## src/hdl/gba_pkg.sv

```systemverilog
// Shared types, widths and codes for the gyro bias autocalibration heading block.
`timescale 1ns / 1ps
package gba_pkg;

   // Fixed-point format of rates and heading
   localparam int FRACTION_BITS = 16;
   localparam int RATE_SHIFT    = 24 - FRACTION_BITS;

   // Field and state widths
   localparam int OP_W     = 2;
   localparam int RAW_W    = 16;
   localparam int IVL_W    = 16;
   localparam int RATE_W   = 26;
   localparam int CORR_W   = 27;
   localparam int HEAD_W   = 32;
   localparam int VAR_W    = 36;
   localparam int COUNT_W  = 11;
   localparam int SCALE_W  = 24;
   localparam int WEIGHT_W = 16;
   localparam int LIMIT_W  = 24;

   // Shared multiplier: signed A x signed B
   localparam int MUL_A_W  = 38;
   localparam int MUL_B_W  = 18;
   localparam int PROD_W   = MUL_A_W + MUL_B_W;
   localparam int SQ_SPLIT = 13;

   // Stream packing
   localparam int REQ_DATA_W = RAW_W + IVL_W;
   localparam int RSP_DATA_W = 64;
   localparam int RSP_PAD_W  = RSP_DATA_W - CORR_W - HEAD_W;

   // Operation codes
   localparam logic [OP_W-1:0] OP_UPDATE    = 2'd0;
   localparam logic [OP_W-1:0] OP_CALIBRATE = 2'd1;
   localparam logic [OP_W-1:0] OP_CLEAR     = 2'd2;

   // Register indexes
   localparam int CSR_INDEX_W = 3;
   localparam int CSR_DATA_W  = 24;
   localparam logic [CSR_INDEX_W-1:0] CSR_RATE_SCALE       = 3'd0;
   localparam logic [CSR_INDEX_W-1:0] CSR_MEAN_WEIGHT      = 3'd1;
   localparam logic [CSR_INDEX_W-1:0] CSR_VARIANCE_WEIGHT  = 3'd2;
   localparam logic [CSR_INDEX_W-1:0] CSR_BIAS_WEIGHT      = 3'd3;
   localparam logic [CSR_INDEX_W-1:0] CSR_VARIANCE_LIMIT   = 3'd4;
   localparam logic [CSR_INDEX_W-1:0] CSR_LOCK_CEILING     = 3'd5;
   localparam logic [CSR_INDEX_W-1:0] CSR_CALIBRATED_LEVEL = 3'd6;

   // Datapath step codes
   localparam int STEP_W = 4;
   localparam logic [STEP_W-1:0] CMD_IDLE       = 4'd0;
   localparam logic [STEP_W-1:0] CMD_MUL_RATE   = 4'd1;
   localparam logic [STEP_W-1:0] CMD_SET_RATE   = 4'd2;
   localparam logic [STEP_W-1:0] CMD_MUL_HEAD   = 4'd3;
   localparam logic [STEP_W-1:0] CMD_ADD_HEAD   = 4'd4;
   localparam logic [STEP_W-1:0] CMD_MUL_MEAN   = 4'd5;
   localparam logic [STEP_W-1:0] CMD_ADD_MEAN   = 4'd6;
   localparam logic [STEP_W-1:0] CMD_MUL_SQH    = 4'd7;
   localparam logic [STEP_W-1:0] CMD_MUL_SQL    = 4'd8;
   localparam logic [STEP_W-1:0] CMD_SUM_SQ     = 4'd9;
   localparam logic [STEP_W-1:0] CMD_MUL_VAR    = 4'd10;
   localparam logic [STEP_W-1:0] CMD_ADD_VAR    = 4'd11;
   localparam logic [STEP_W-1:0] CMD_MUL_BIAS   = 4'd12;
   localparam logic [STEP_W-1:0] CMD_ADD_BIAS   = 4'd13;
   localparam logic [STEP_W-1:0] CMD_CLEAR_HEAD = 4'd14;
   localparam logic [STEP_W-1:0] CMD_PUBLISH    = 4'd15;

   typedef struct packed {
      logic              capture;
      logic [STEP_W-1:0] step;
   } cmd_type;

   typedef struct packed {
      logic [OP_W-1:0] op;
      logic            var_below;
   } status_type;

   typedef struct packed {
      logic [SCALE_W-1:0]  rate_scale;
      logic [WEIGHT_W-1:0] mean_weight;
      logic [WEIGHT_W-1:0] variance_weight;
      logic [WEIGHT_W-1:0] bias_weight;
      logic [LIMIT_W-1:0]  variance_limit;
      logic [COUNT_W-1:0]  lock_ceiling;
      logic [COUNT_W-1:0]  calibrated_level;
   } cfg_type;

   localparam cfg_type CFG_RESET = '{
      rate_scale:       24'd143864,
      mean_weight:      16'd655,
      variance_weight:  16'd3277,
      bias_weight:      16'd655,
      variance_limit:   24'd2621,
      lock_ceiling:     11'd1024,
      calibrated_level: 11'd128
   };

endpackage

```

## src/hdl/gba_dpath.sv

```systemverilog
// Datapath: shared multiplier, estimator state and result registers.
`timescale 1ns / 1ps
module gba_dpath (
   input  logic                             clock,
   input  logic                             reset,
   input  gba_pkg::cmd_type                 cmd,
   output gba_pkg::status_type              status,
   input  gba_pkg::cfg_type                 cfg,
   input  logic [gba_pkg::OP_W-1:0]         in_op,
   input  logic signed [gba_pkg::RAW_W-1:0] in_raw_rate,
   input  logic [gba_pkg::IVL_W-1:0]        in_interval,
   output logic signed [gba_pkg::CORR_W-1:0] out_corrected_rate,
   output logic signed [gba_pkg::HEAD_W-1:0] out_heading,
   output logic                             out_calibrated
);

   localparam int RATE_FULL_W = gba_pkg::PROD_W - gba_pkg::RATE_SHIFT;
   localparam int SQ_FULL_W   = gba_pkg::PROD_W - gba_pkg::FRACTION_BITS;
   localparam int A_EXT_W     = gba_pkg::MUL_A_W - gba_pkg::CORR_W;
   localparam int SQ_HI_W     = gba_pkg::CORR_W - gba_pkg::SQ_SPLIT;

   // Captured item
   logic [gba_pkg::OP_W-1:0]         op_ff;
   logic signed [gba_pkg::RAW_W-1:0] raw_ff;
   logic [gba_pkg::IVL_W-1:0]        ivl_ff;

   // Estimator state
   logic signed [gba_pkg::RATE_W-1:0] last_rate_ff, last_rate_in;
   logic signed [gba_pkg::RATE_W-1:0] bias_ff, bias_in;
   logic signed [gba_pkg::RATE_W-1:0] mean_ff, mean_in;
   logic [gba_pkg::HEAD_W-1:0]        heading_ff, heading_in;
   logic [gba_pkg::VAR_W-1:0]         var_ff, var_in;
   logic [gba_pkg::COUNT_W-1:0]       count_ff, count_in;

   // Working registers
   logic signed [gba_pkg::PROD_W-1:0] prod_ff, prod_in;
   logic signed [gba_pkg::PROD_W-1:0] sq_acc_ff;
   logic [gba_pkg::VAR_W-1:0]         sq_ff, sq_in;

   // Result registers
   logic signed [gba_pkg::CORR_W-1:0] corr_out_ff;
   logic [gba_pkg::HEAD_W-1:0]        head_out_ff;
   logic                              cal_out_ff;

   logic signed [gba_pkg::MUL_A_W-1:0] mul_a;
   logic signed [gba_pkg::MUL_B_W-1:0] mul_b;
   logic                               mul_en;

   logic signed [gba_pkg::CORR_W-1:0]  rate_minus_bias;
   logic signed [gba_pkg::CORR_W-1:0]  rate_minus_mean;
   logic signed [gba_pkg::CORR_W-1:0]  mean_minus_bias;
   logic signed [gba_pkg::VAR_W:0]     sq_minus_var;

   logic [RATE_FULL_W-1:0]                         rate_full;
   logic [RATE_FULL_W-gba_pkg::RATE_W:0]           rate_top;
   logic signed [gba_pkg::PROD_W-1:0]              sq_sum;
   logic [SQ_FULL_W-1:0]                           sq_full;

   // Differences feeding the multiplier and the result
   assign rate_minus_bias = {last_rate_ff[gba_pkg::RATE_W-1], last_rate_ff}
                          - {bias_ff[gba_pkg::RATE_W-1], bias_ff};
   assign rate_minus_mean = {last_rate_ff[gba_pkg::RATE_W-1], last_rate_ff}
                          - {mean_ff[gba_pkg::RATE_W-1], mean_ff};
   assign mean_minus_bias = {mean_ff[gba_pkg::RATE_W-1], mean_ff}
                          - {bias_ff[gba_pkg::RATE_W-1], bias_ff};
   assign sq_minus_var    = {1'b0, sq_ff} - {1'b0, var_ff};

   // Operand select for the shared multiplier
   always_comb begin
      mul_a  = '0;
      mul_b  = '0;
      mul_en = 1'b1;
      unique case (cmd.step)
         gba_pkg::CMD_MUL_RATE: begin
            mul_a = {{(gba_pkg::MUL_A_W-gba_pkg::SCALE_W){1'b0}}, cfg.rate_scale};
            mul_b = {{(gba_pkg::MUL_B_W-gba_pkg::RAW_W){raw_ff[gba_pkg::RAW_W-1]}}, raw_ff};
         end
         gba_pkg::CMD_MUL_HEAD: begin
            mul_a = {{A_EXT_W{rate_minus_bias[gba_pkg::CORR_W-1]}}, rate_minus_bias};
            mul_b = {{(gba_pkg::MUL_B_W-gba_pkg::IVL_W){1'b0}}, ivl_ff};
         end
         gba_pkg::CMD_MUL_MEAN: begin
            mul_a = {{A_EXT_W{rate_minus_mean[gba_pkg::CORR_W-1]}}, rate_minus_mean};
            mul_b = {{(gba_pkg::MUL_B_W-gba_pkg::WEIGHT_W){1'b0}}, cfg.mean_weight};
         end
         gba_pkg::CMD_MUL_SQH: begin
            // high digit of the deviation, signed
            mul_a = {{A_EXT_W{rate_minus_mean[gba_pkg::CORR_W-1]}}, rate_minus_mean};
            mul_b = {{(gba_pkg::MUL_B_W-SQ_HI_W){rate_minus_mean[gba_pkg::CORR_W-1]}},
                     rate_minus_mean[gba_pkg::CORR_W-1:gba_pkg::SQ_SPLIT]};
         end
         gba_pkg::CMD_MUL_SQL: begin
            // low digit of the deviation, unsigned
            mul_a = {{A_EXT_W{rate_minus_mean[gba_pkg::CORR_W-1]}}, rate_minus_mean};
            mul_b = {{(gba_pkg::MUL_B_W-gba_pkg::SQ_SPLIT){1'b0}},
                     rate_minus_mean[gba_pkg::SQ_SPLIT-1:0]};
         end
         gba_pkg::CMD_MUL_VAR: begin
            mul_a = {{(gba_pkg::MUL_A_W-gba_pkg::VAR_W-1){sq_minus_var[gba_pkg::VAR_W]}},
                     sq_minus_var};
            mul_b = {{(gba_pkg::MUL_B_W-gba_pkg::WEIGHT_W){1'b0}}, cfg.variance_weight};
         end
         gba_pkg::CMD_MUL_BIAS: begin
            mul_a = {{A_EXT_W{mean_minus_bias[gba_pkg::CORR_W-1]}}, mean_minus_bias};
            mul_b = {{(gba_pkg::MUL_B_W-gba_pkg::WEIGHT_W){1'b0}}, cfg.bias_weight};
         end
         default: mul_en = 1'b0;
      endcase
   end

   assign prod_in = mul_a * mul_b;

   // Scaled rate with saturation to the rate range
   assign rate_full = prod_ff[gba_pkg::PROD_W-1:gba_pkg::RATE_SHIFT];
   assign rate_top  = rate_full[RATE_FULL_W-1:gba_pkg::RATE_W-1];

   // Squared deviation from its two partial products
   assign sq_sum  = sq_acc_ff + prod_ff;
   assign sq_full = sq_sum[gba_pkg::PROD_W-1:gba_pkg::FRACTION_BITS];
   assign sq_in   = (|sq_full[SQ_FULL_W-1:gba_pkg::VAR_W]) ? '1 : sq_full[gba_pkg::VAR_W-1:0];

   // Next-state of the estimator
   always_comb begin
      last_rate_in = last_rate_ff;
      bias_in      = bias_ff;
      mean_in      = mean_ff;
      heading_in   = heading_ff;
      var_in       = var_ff;
      count_in     = count_ff;
      case (cmd.step)
         gba_pkg::CMD_SET_RATE: begin
            if ((rate_top == '0) || (rate_top == '1)) begin
               last_rate_in = rate_full[gba_pkg::RATE_W-1:0];
            end else begin
               last_rate_in = rate_full[RATE_FULL_W-1] ? {1'b1, {(gba_pkg::RATE_W-1){1'b0}}}
                                                       : {1'b0, {(gba_pkg::RATE_W-1){1'b1}}};
            end
         end
         gba_pkg::CMD_ADD_HEAD: begin
            heading_in = heading_ff
                       + prod_ff[gba_pkg::HEAD_W+gba_pkg::IVL_W-1:gba_pkg::IVL_W];
         end
         gba_pkg::CMD_ADD_MEAN: begin
            mean_in = mean_ff + prod_ff[gba_pkg::RATE_W+gba_pkg::WEIGHT_W-1:gba_pkg::WEIGHT_W];
         end
         gba_pkg::CMD_ADD_VAR: begin
            var_in = var_ff + prod_ff[gba_pkg::VAR_W+gba_pkg::WEIGHT_W-1:gba_pkg::WEIGHT_W];
         end
         gba_pkg::CMD_ADD_BIAS: begin
            bias_in = bias_ff + prod_ff[gba_pkg::RATE_W+gba_pkg::WEIGHT_W-1:gba_pkg::WEIGHT_W];
            if (count_ff < cfg.lock_ceiling) begin
               count_in = count_ff + 1'b1;
            end
         end
         gba_pkg::CMD_CLEAR_HEAD: heading_in = '0;
         default: ;
      endcase
   end

   // Estimator state registers
   always_ff @(posedge clock) begin
      if (reset) begin
         last_rate_ff <= '0;
         bias_ff      <= '0;
         mean_ff      <= '0;
         heading_ff   <= '0;
         var_ff       <= '0;
         count_ff     <= '0;
      end else begin
         last_rate_ff <= last_rate_in;
         bias_ff      <= bias_in;
         mean_ff      <= mean_in;
         heading_ff   <= heading_in;
         var_ff       <= var_in;
         count_ff     <= count_in;
      end
   end

   // Item capture, product, squaring and result registers
   always_ff @(posedge clock) begin
      if (cmd.capture) begin
         op_ff  <= in_op;
         raw_ff <= in_raw_rate;
         ivl_ff <= in_interval;
      end
      if (mul_en) begin
         prod_ff <= prod_in;
      end
      if (cmd.step == gba_pkg::CMD_MUL_SQL) begin
         sq_acc_ff <= prod_ff <<< gba_pkg::SQ_SPLIT;
      end
      if (cmd.step == gba_pkg::CMD_SUM_SQ) begin
         sq_ff <= sq_in;
      end
      if (cmd.step == gba_pkg::CMD_PUBLISH) begin
         corr_out_ff <= rate_minus_bias;
         head_out_ff <= heading_ff;
         cal_out_ff  <= (count_ff >= cfg.calibrated_level);
      end
   end

   assign status.op        = op_ff;
   assign status.var_below = (var_ff < {{(gba_pkg::VAR_W-gba_pkg::LIMIT_W){1'b0}},
                                         cfg.variance_limit});

   assign out_corrected_rate = corr_out_ff;
   assign out_heading        = head_out_ff;
   assign out_calibrated     = cal_out_ff;

endmodule

```

## src/hdl/gba_ctrl.sv

```systemverilog
// Controller: sequences datapath steps per item and owns both stream handshakes.
`timescale 1ns / 1ps
module gba_ctrl (
   input  logic                clock,
   input  logic                reset,
   input  logic                req_tvalid,
   output logic                req_tready,
   output logic                rsp_tvalid,
   input  logic                rsp_tready,
   input  gba_pkg::status_type status,
   output gba_pkg::cmd_type    cmd
);

   localparam logic [3:0] S_IDLE     = 4'd0;
   localparam logic [3:0] S_DISPATCH = 4'd1;
   localparam logic [3:0] S_SET_RATE = 4'd2;
   localparam logic [3:0] S_MUL_HEAD = 4'd3;
   localparam logic [3:0] S_ADD_HEAD = 4'd4;
   localparam logic [3:0] S_MUL_MEAN = 4'd5;
   localparam logic [3:0] S_ADD_MEAN = 4'd6;
   localparam logic [3:0] S_MUL_SQH  = 4'd7;
   localparam logic [3:0] S_MUL_SQL  = 4'd8;
   localparam logic [3:0] S_SUM_SQ   = 4'd9;
   localparam logic [3:0] S_MUL_VAR  = 4'd10;
   localparam logic [3:0] S_ADD_VAR  = 4'd11;
   localparam logic [3:0] S_TEST     = 4'd12;
   localparam logic [3:0] S_ADD_BIAS = 4'd13;
   localparam logic [3:0] S_PUBLISH  = 4'd14;

   logic [3:0] state_ff, state_in;
   logic       rsp_valid_ff, rsp_valid_in;

   // Step sequence and handshake control
   always_comb begin
      state_in     = state_ff;
      cmd.capture  = 1'b0;
      cmd.step     = gba_pkg::CMD_IDLE;
      req_tready   = 1'b0;
      rsp_valid_in = rsp_valid_ff & ~rsp_tready;
      unique case (state_ff)
         S_IDLE: begin
            req_tready  = 1'b1;
            cmd.capture = req_tvalid;
            if (req_tvalid) begin
               state_in = S_DISPATCH;
            end
         end
         S_DISPATCH: begin
            case (status.op) inside
               gba_pkg::OP_UPDATE, gba_pkg::OP_CALIBRATE: begin
                  cmd.step = gba_pkg::CMD_MUL_RATE;
                  state_in = S_SET_RATE;
               end
               gba_pkg::OP_CLEAR: begin
                  cmd.step = gba_pkg::CMD_CLEAR_HEAD;
                  state_in = S_PUBLISH;
               end
               default: state_in = S_PUBLISH;
            endcase
         end
         S_SET_RATE: begin
            cmd.step = gba_pkg::CMD_SET_RATE;
            state_in = S_MUL_HEAD;
         end
         S_MUL_HEAD: begin
            cmd.step = gba_pkg::CMD_MUL_HEAD;
            state_in = S_ADD_HEAD;
         end
         S_ADD_HEAD: begin
            cmd.step = gba_pkg::CMD_ADD_HEAD;
            state_in = (status.op == gba_pkg::OP_CALIBRATE) ? S_MUL_MEAN : S_PUBLISH;
         end
         S_MUL_MEAN: begin
            cmd.step = gba_pkg::CMD_MUL_MEAN;
            state_in = S_ADD_MEAN;
         end
         S_ADD_MEAN: begin
            cmd.step = gba_pkg::CMD_ADD_MEAN;
            state_in = S_MUL_SQH;
         end
         S_MUL_SQH: begin
            cmd.step = gba_pkg::CMD_MUL_SQH;
            state_in = S_MUL_SQL;
         end
         S_MUL_SQL: begin
            cmd.step = gba_pkg::CMD_MUL_SQL;
            state_in = S_SUM_SQ;
         end
         S_SUM_SQ: begin
            cmd.step = gba_pkg::CMD_SUM_SQ;
            state_in = S_MUL_VAR;
         end
         S_MUL_VAR: begin
            cmd.step = gba_pkg::CMD_MUL_VAR;
            state_in = S_ADD_VAR;
         end
         S_ADD_VAR: begin
            cmd.step = gba_pkg::CMD_ADD_VAR;
            state_in = S_TEST;
         end
         S_TEST: begin
            // bias tracks the mean only while the variance is low
            if (status.var_below) begin
               cmd.step = gba_pkg::CMD_MUL_BIAS;
               state_in = S_ADD_BIAS;
            end else begin
               state_in = S_PUBLISH;
            end
         end
         S_ADD_BIAS: begin
            cmd.step = gba_pkg::CMD_ADD_BIAS;
            state_in = S_PUBLISH;
         end
         S_PUBLISH: begin
            // load the result once the output register is free
            if (!rsp_valid_ff || rsp_tready) begin
               cmd.step     = gba_pkg::CMD_PUBLISH;
               rsp_valid_in = 1'b1;
               state_in     = S_IDLE;
            end
         end
         default: state_in = S_IDLE;
      endcase
   end

   always_ff @(posedge clock) begin
      if (reset) begin
         state_ff     <= S_IDLE;
         rsp_valid_ff <= 1'b0;
      end else begin
         state_ff     <= state_in;
         rsp_valid_ff <= rsp_valid_in;
      end
   end

   assign rsp_tvalid = rsp_valid_ff;

endmodule

```

## src/hdl/gyro_bias_autocal_heading.sv

```systemverilog
// Top level: gyro heading integrator with moving-average bias calibration.
//
//  channel  direction  handshake               payload
//  req_     in         req_tvalid/req_tready   tdata: raw_rate, interval; tuser: op
//  rsp_     out        rsp_tvalid/rsp_tready   tdata: corrected_rate, heading; tuser: calibrated
//  csr_     in         csr_valid/csr_ready     csr_index, csr_data
//
// One item at a time through a single shared 38x18 multiplier sequenced by the controller.
// Clear heading and unused ops go straight to the result; update scales and integrates;
// calibrate adds mean, deviation squared and variance steps, plus bias when variance is low.
// Reset is synchronous and clears estimator state and loads register defaults.
// A result waiting on rsp_tready holds the block before its next result is loaded;
// the next transaction is taken while the previous result still waits.
`timescale 1ns / 1ps
module gyro_bias_autocal_heading (
   input  logic                                 clock,
   input  logic                                 reset,
   input  logic                                 req_tvalid,
   output logic                                 req_tready,
   input  logic [gba_pkg::REQ_DATA_W-1:0]       req_tdata,  // raw_rate, interval
   input  logic [gba_pkg::OP_W-1:0]             req_tuser,  // op
   output logic                                 rsp_tvalid,
   input  logic                                 rsp_tready,
   output logic [gba_pkg::RSP_DATA_W-1:0]       rsp_tdata,  // corrected_rate, heading, zero pad
   output logic                                 rsp_tuser,  // calibrated
   input  logic                                 csr_valid,
   output logic                                 csr_ready,
   input  logic [gba_pkg::CSR_INDEX_W-1:0]      csr_index,
   input  logic [gba_pkg::CSR_DATA_W-1:0]       csr_data
);

   gba_pkg::cfg_type    cfg_ff, cfg_in;
   gba_pkg::cmd_type    cmd;
   gba_pkg::status_type status;

   logic signed [gba_pkg::CORR_W-1:0] corrected_rate;
   logic signed [gba_pkg::HEAD_W-1:0] heading;

   // Register writes, always accepted
   assign csr_ready = 1'b1;

   always_comb begin
      cfg_in = cfg_ff;
      if (csr_valid) begin
         unique case (csr_index)
            gba_pkg::CSR_RATE_SCALE:       cfg_in.rate_scale       = csr_data;
            gba_pkg::CSR_MEAN_WEIGHT:      cfg_in.mean_weight      = csr_data[gba_pkg::WEIGHT_W-1:0];
            gba_pkg::CSR_VARIANCE_WEIGHT:  cfg_in.variance_weight  = csr_data[gba_pkg::WEIGHT_W-1:0];
            gba_pkg::CSR_BIAS_WEIGHT:      cfg_in.bias_weight      = csr_data[gba_pkg::WEIGHT_W-1:0];
            gba_pkg::CSR_VARIANCE_LIMIT:   cfg_in.variance_limit   = csr_data;
            gba_pkg::CSR_LOCK_CEILING:     cfg_in.lock_ceiling     = csr_data[gba_pkg::COUNT_W-1:0];
            gba_pkg::CSR_CALIBRATED_LEVEL: cfg_in.calibrated_level = csr_data[gba_pkg::COUNT_W-1:0];
            default: ;
         endcase
      end
   end

   always_ff @(posedge clock) begin
      if (reset) begin
         cfg_ff <= gba_pkg::CFG_RESET;
      end else begin
         cfg_ff <= cfg_in;
      end
   end

   // Controller
   gba_ctrl u_ctrl (
      .clock      (clock),
      .reset      (reset),
      .req_tvalid (req_tvalid),
      .req_tready (req_tready),
      .rsp_tvalid (rsp_tvalid),
      .rsp_tready (rsp_tready),
      .status     (status),
      .cmd        (cmd)
   );

   // Datapath
   gba_dpath u_dpath (
      .clock              (clock),
      .reset              (reset),
      .cmd                (cmd),
      .status             (status),
      .cfg                (cfg_ff),
      .in_op              (req_tuser),
      .in_raw_rate        (req_tdata[gba_pkg::RAW_W-1:0]),
      .in_interval        (req_tdata[gba_pkg::REQ_DATA_W-1:gba_pkg::RAW_W]),
      .out_corrected_rate (corrected_rate),
      .out_heading        (heading),
      .out_calibrated     (rsp_tuser)
   );

   assign rsp_tdata = {{gba_pkg::RSP_PAD_W{1'b0}}, heading, corrected_rate};

endmodule

```

## config.mk

```make
export PLATFORM = sky130hd
export DESIGN_NAME = gyro_bias_autocal_heading
export DESIGN_NICKNAME = d
export VERILOG_FILES = /design/src/hdl/gba_pkg.sv /design/src/hdl/gba_dpath.sv /design/src/hdl/gba_ctrl.sv /design/src/hdl/gyro_bias_autocal_heading.sv
export SDC_FILE = /design/constraint.sdc
export NUM_CORES = 2
export LEC_CHECK = 0
export ABC_AREA = 1
export BUFFER_PORTS_ARGS = -buffer_cell sky130_fd_sc_hd__clkbuf_2
export CAP_MARGIN = 40
export CORE_ASPECT_RATIO = 0.5
export CORE_MARGIN = 2
export CORE_UTILIZATION = 52
export DETAILED_ROUTE_END_ITERATION = 7
export PLACE_DENSITY = 0.68
export SETUP_SLACK_MARGIN = 0.1
export SYNTH_ARGS = -nofsm -noshare
export SYNTH_HDL_FRONTEND = slang
export SYNTH_SLANG_ARGS = --single-unit
```

## constraint.sdc

```tcl
create_clock -name clock -period 13.8 [get_ports clock]
set_input_delay 1.38 -clock clock [delete_from_list [all_inputs] [get_ports clock]]
set_output_delay 1.38 -clock clock [all_outputs]
set_load 0.02 [all_outputs]
```

==> results.txt <==
Core ar.: 0.121 mm^2
Die Ht: 252 um
max incr delay on CP: 0.68 ns
vias in the first global route: 58700
critical path type: reg2reg
outcome: finished, final reports clean
worst-margin pin slew: 0.968 ns
I/O pins: 134
Die ar.: 0.126 mm^2
Hold Path Class: reg2reg
top post-synthesis cells by area: fa_1, nand2_1, inv_1, edfxtp_1, dfxtp_1
largest net degree at the start of global routing: 101
VDD IR max: 0.129 mV
Yosys warnings: 0
total grt overflow: 0
clock-pin slew on the worst setup and hold paths: 0.07 ns
H-tree levels: 2
Worst-Skew Late Latency: 0.68 ns
Die Wd: 500 um
Layout Area Growth over Synthesis: 7.24%
GRT Resource Usage Total: 0.398
drt wl/cell: 23.4 um
Post-synth EDFFs: 229
total power: 14.8 mW
mapped cell area: 0.0639 mm^2
DR vias/cell: 5.67
critical path launch point type: flop
Routed Antenna Nets: 0
Slew Viols, Final: 0
Syn Area/Cell: 7.04 um^2
Final Setup Violations: 0
Mapped Cells: 9078
via count: 61400
Arrival @ worst endpoint: 9.97 ns
Leakage: 34.8 nW
most frequent cells in the layout: nand2_1, inv_1, nor2_1, fa_1, nand3_1
Final GP Congestion: 1.05
Tcrit/Tclk final: 0.694
Port-buffer cells: 127
Critical Path Sink Type: flop
Max Root-Sink Buffers: 3
setup TNS: 0 ns
clk sinks: 509
Synth Register Bits: 509
largest area contributor in the netlist: fa_1
fmax: 104 MHz
slowest stage cell on the critical path: nor4_1
final hold vios: 0
ys async rst share: 0
Critical Path Start: u_dpath.var_ff[19]$_SDFFE_PP0N_
cell mode on critical path: nand2_1
post-DP HPWL: 210 mm
post-synth top area share: 0.203
# nets final: 10300
CTS resizes: 0
global-route wire length before repair: 372 mm
global routing usage on met3: 0.0797
layout cell share with drive strength beyond 1: 0.0520
# rows: 90
Hold Startpoint: u_dpath.prod_ff[3]$_DFFE_PP_
Post-route DRC: 0
initial core utilization: 0.527
clk_skew: 0.0517 ns
Max-cap violations: 0
hold-fix buffers at CTS: 0
Iter 0 DRT Violations: 7145
met1 usage: 0.560
Rel. slew slack: 0.352
Setup Buffers After CTS: 0
ys flop type: dfxtp_1
Most Crowded Layer GR: met2
pwr/cell area: 217 mW/mm^2
TritonCTS clock tree: built
DRT Pass-1 Iters: 6
Clock Tree Root: clkbuf_16
GR Layer Usage met2: 0.610
RSZ-0062 raised after global routing: false
R2R Setup Slk: 4.23 ns
most common cell after layout, fill and taps aside: nand2_1
unique cell type count in the Yosys netlist: 60
Req. time, crit path: 14.19 ns
Tmin final: 9.57 ns
antenna violations before repair: 16
total wire length: 254 mm
worst-path fanout max: 22
R2R Path Start: u_dpath.var_ff[19]$_SDFFE_PP0N_
fraction of the yosys area taken by sequential cells: 0.195
Num CTS Buffers: 53
==> power by group <==
part | total [mW] | switching [mW] | internal (mW)
clock | 1.65 | 0.713 | 0.935
sequential | 2.29 | 0.228 | 2.06
combinational | 10.9 | 7.80 | 3.11
total | 14.8 | 8.74 | 6.10
==> worst paths after layout <==
check,cells after the start,endpoint
min reg2reg,0,u_dpath.sq_acc_ff[16]$_DFFE_PP_
max,33,u_dpath.prod_ff[33]$_DFFE_PP_
min,0,u_dpath.sq_acc_ff[16]$_DFFE_PP_
max reg2reg,33,u_dpath.prod_ff[33]$_DFFE_PP_
==> state kept, by name (all words and copies together) (netlist names) <==
signal / cells
cfg_ff: 118
u_dpath.prod_ff: 56
u_dpath.sq_acc_ff: 43
u_dpath.sq_ff: 36
u_dpath.var_ff: 36
u_dpath.heading_ff: 32
u_dpath.out_heading: 32
u_dpath.out_corrected_rate: 27
u_dpath.bias_ff: 26
u_dpath.last_rate_ff: 26
u_dpath.mean_ff: 26
u_dpath.ivl_ff: 16
u_dpath.raw_ff: 16
u_dpath.count_ff: 11
u_ctrl.state_ff: 4
u_dpath.op_ff: 2
u_ctrl.rsp_tvalid: 1
u_dpath.out_calibrated: 1
==> cells by family after synthesis <==
family | Yosys count | synth area share
and+or+nand+nor | 4192 | 0.275
buffers and inverters | 2113 | 0.130
adders and majority gates | 1094 | 0.290
AOI/OAI and AO/OA | 1020 | 0.0886
DFF | 509 | 0.195
xor gates and xnor gates | 148 | 0.0203
other | 2 | 0.000118
==> per-stage QoR <==
stage | hold slack (ns) | instance area [um^2] | setup slack, ns | instances | utilization
6_report | 0.408 | 68500 | 4.23 | 10800 | 0.565
5_1_grt | 0.413 | 68500 | 3.90 | 10800 | 0.565
4_1_cts | 0.420 | 68500 | 4.50 | 10800 | 0.565
3_5_place_dp | 0.406 | 66500 | 4.53 | 10700 | 0.549
3_3_place_gp | 0.402 | 66100 | 4.38 | 10700 | 0.546
2_1_floorplan | 0.400 | 63900 | 6.52 | 9082 | -
==> cell usage after synthesis (40+ instances only) <==
| library cell | number |
|---|---|
| a21o_1 | 40 |
| a21oi_1 | 493 |
| buf_2 | 58 |
| buf_4 | 44 |
| clkbuf_1 | 82 |
| dfxtp_1 | 280 |
| edfxtp_1 | 229 |
| fa_1 | 647 |
| ha_1 | 447 |
| inv_1 | 1879 |
| nand2_1 | 2399 |
| nand3_1 | 534 |
| nand4_1 | 146 |
| nor2_1 | 848 |
| nor3_1 | 69 |
| o211ai_1 | 57 |
| o21ai_0 | 305 |
| o21bai_1 | 42 |
| xnor2_1 | 52 |
| xor2_1 | 96 |
==> worst max-delay path, delay by kind of cell (launching register included) <==
family	cells	cell delay, ns
simple gates	17	3.98
compound gates	1	0.16
buf+inv	6	0.83
fa+ha+maj	8	3.84
xor+xnor	1	0.07
flops	1	0.40
==> layout make-up <==
cell class	count	area [um^2]
fill	12000	52700
clock inverter	34	464
inverter	1905	7160
clock buffer	66	1470
timing repair buffer	239	1720
antenna	8	20.0
multi-input combinational	6460	43200
sequential	509	12500
tap	1610	2010
==> metal layers <==
layer / share of wire / wire, um
met2: 0.43 / 109000
met3: 0.11 / 28300
met5: 0.000095 / 24
met1: 0.42 / 106000
met4: 0.043 / 10800
(Power assumes the default switching activity.)
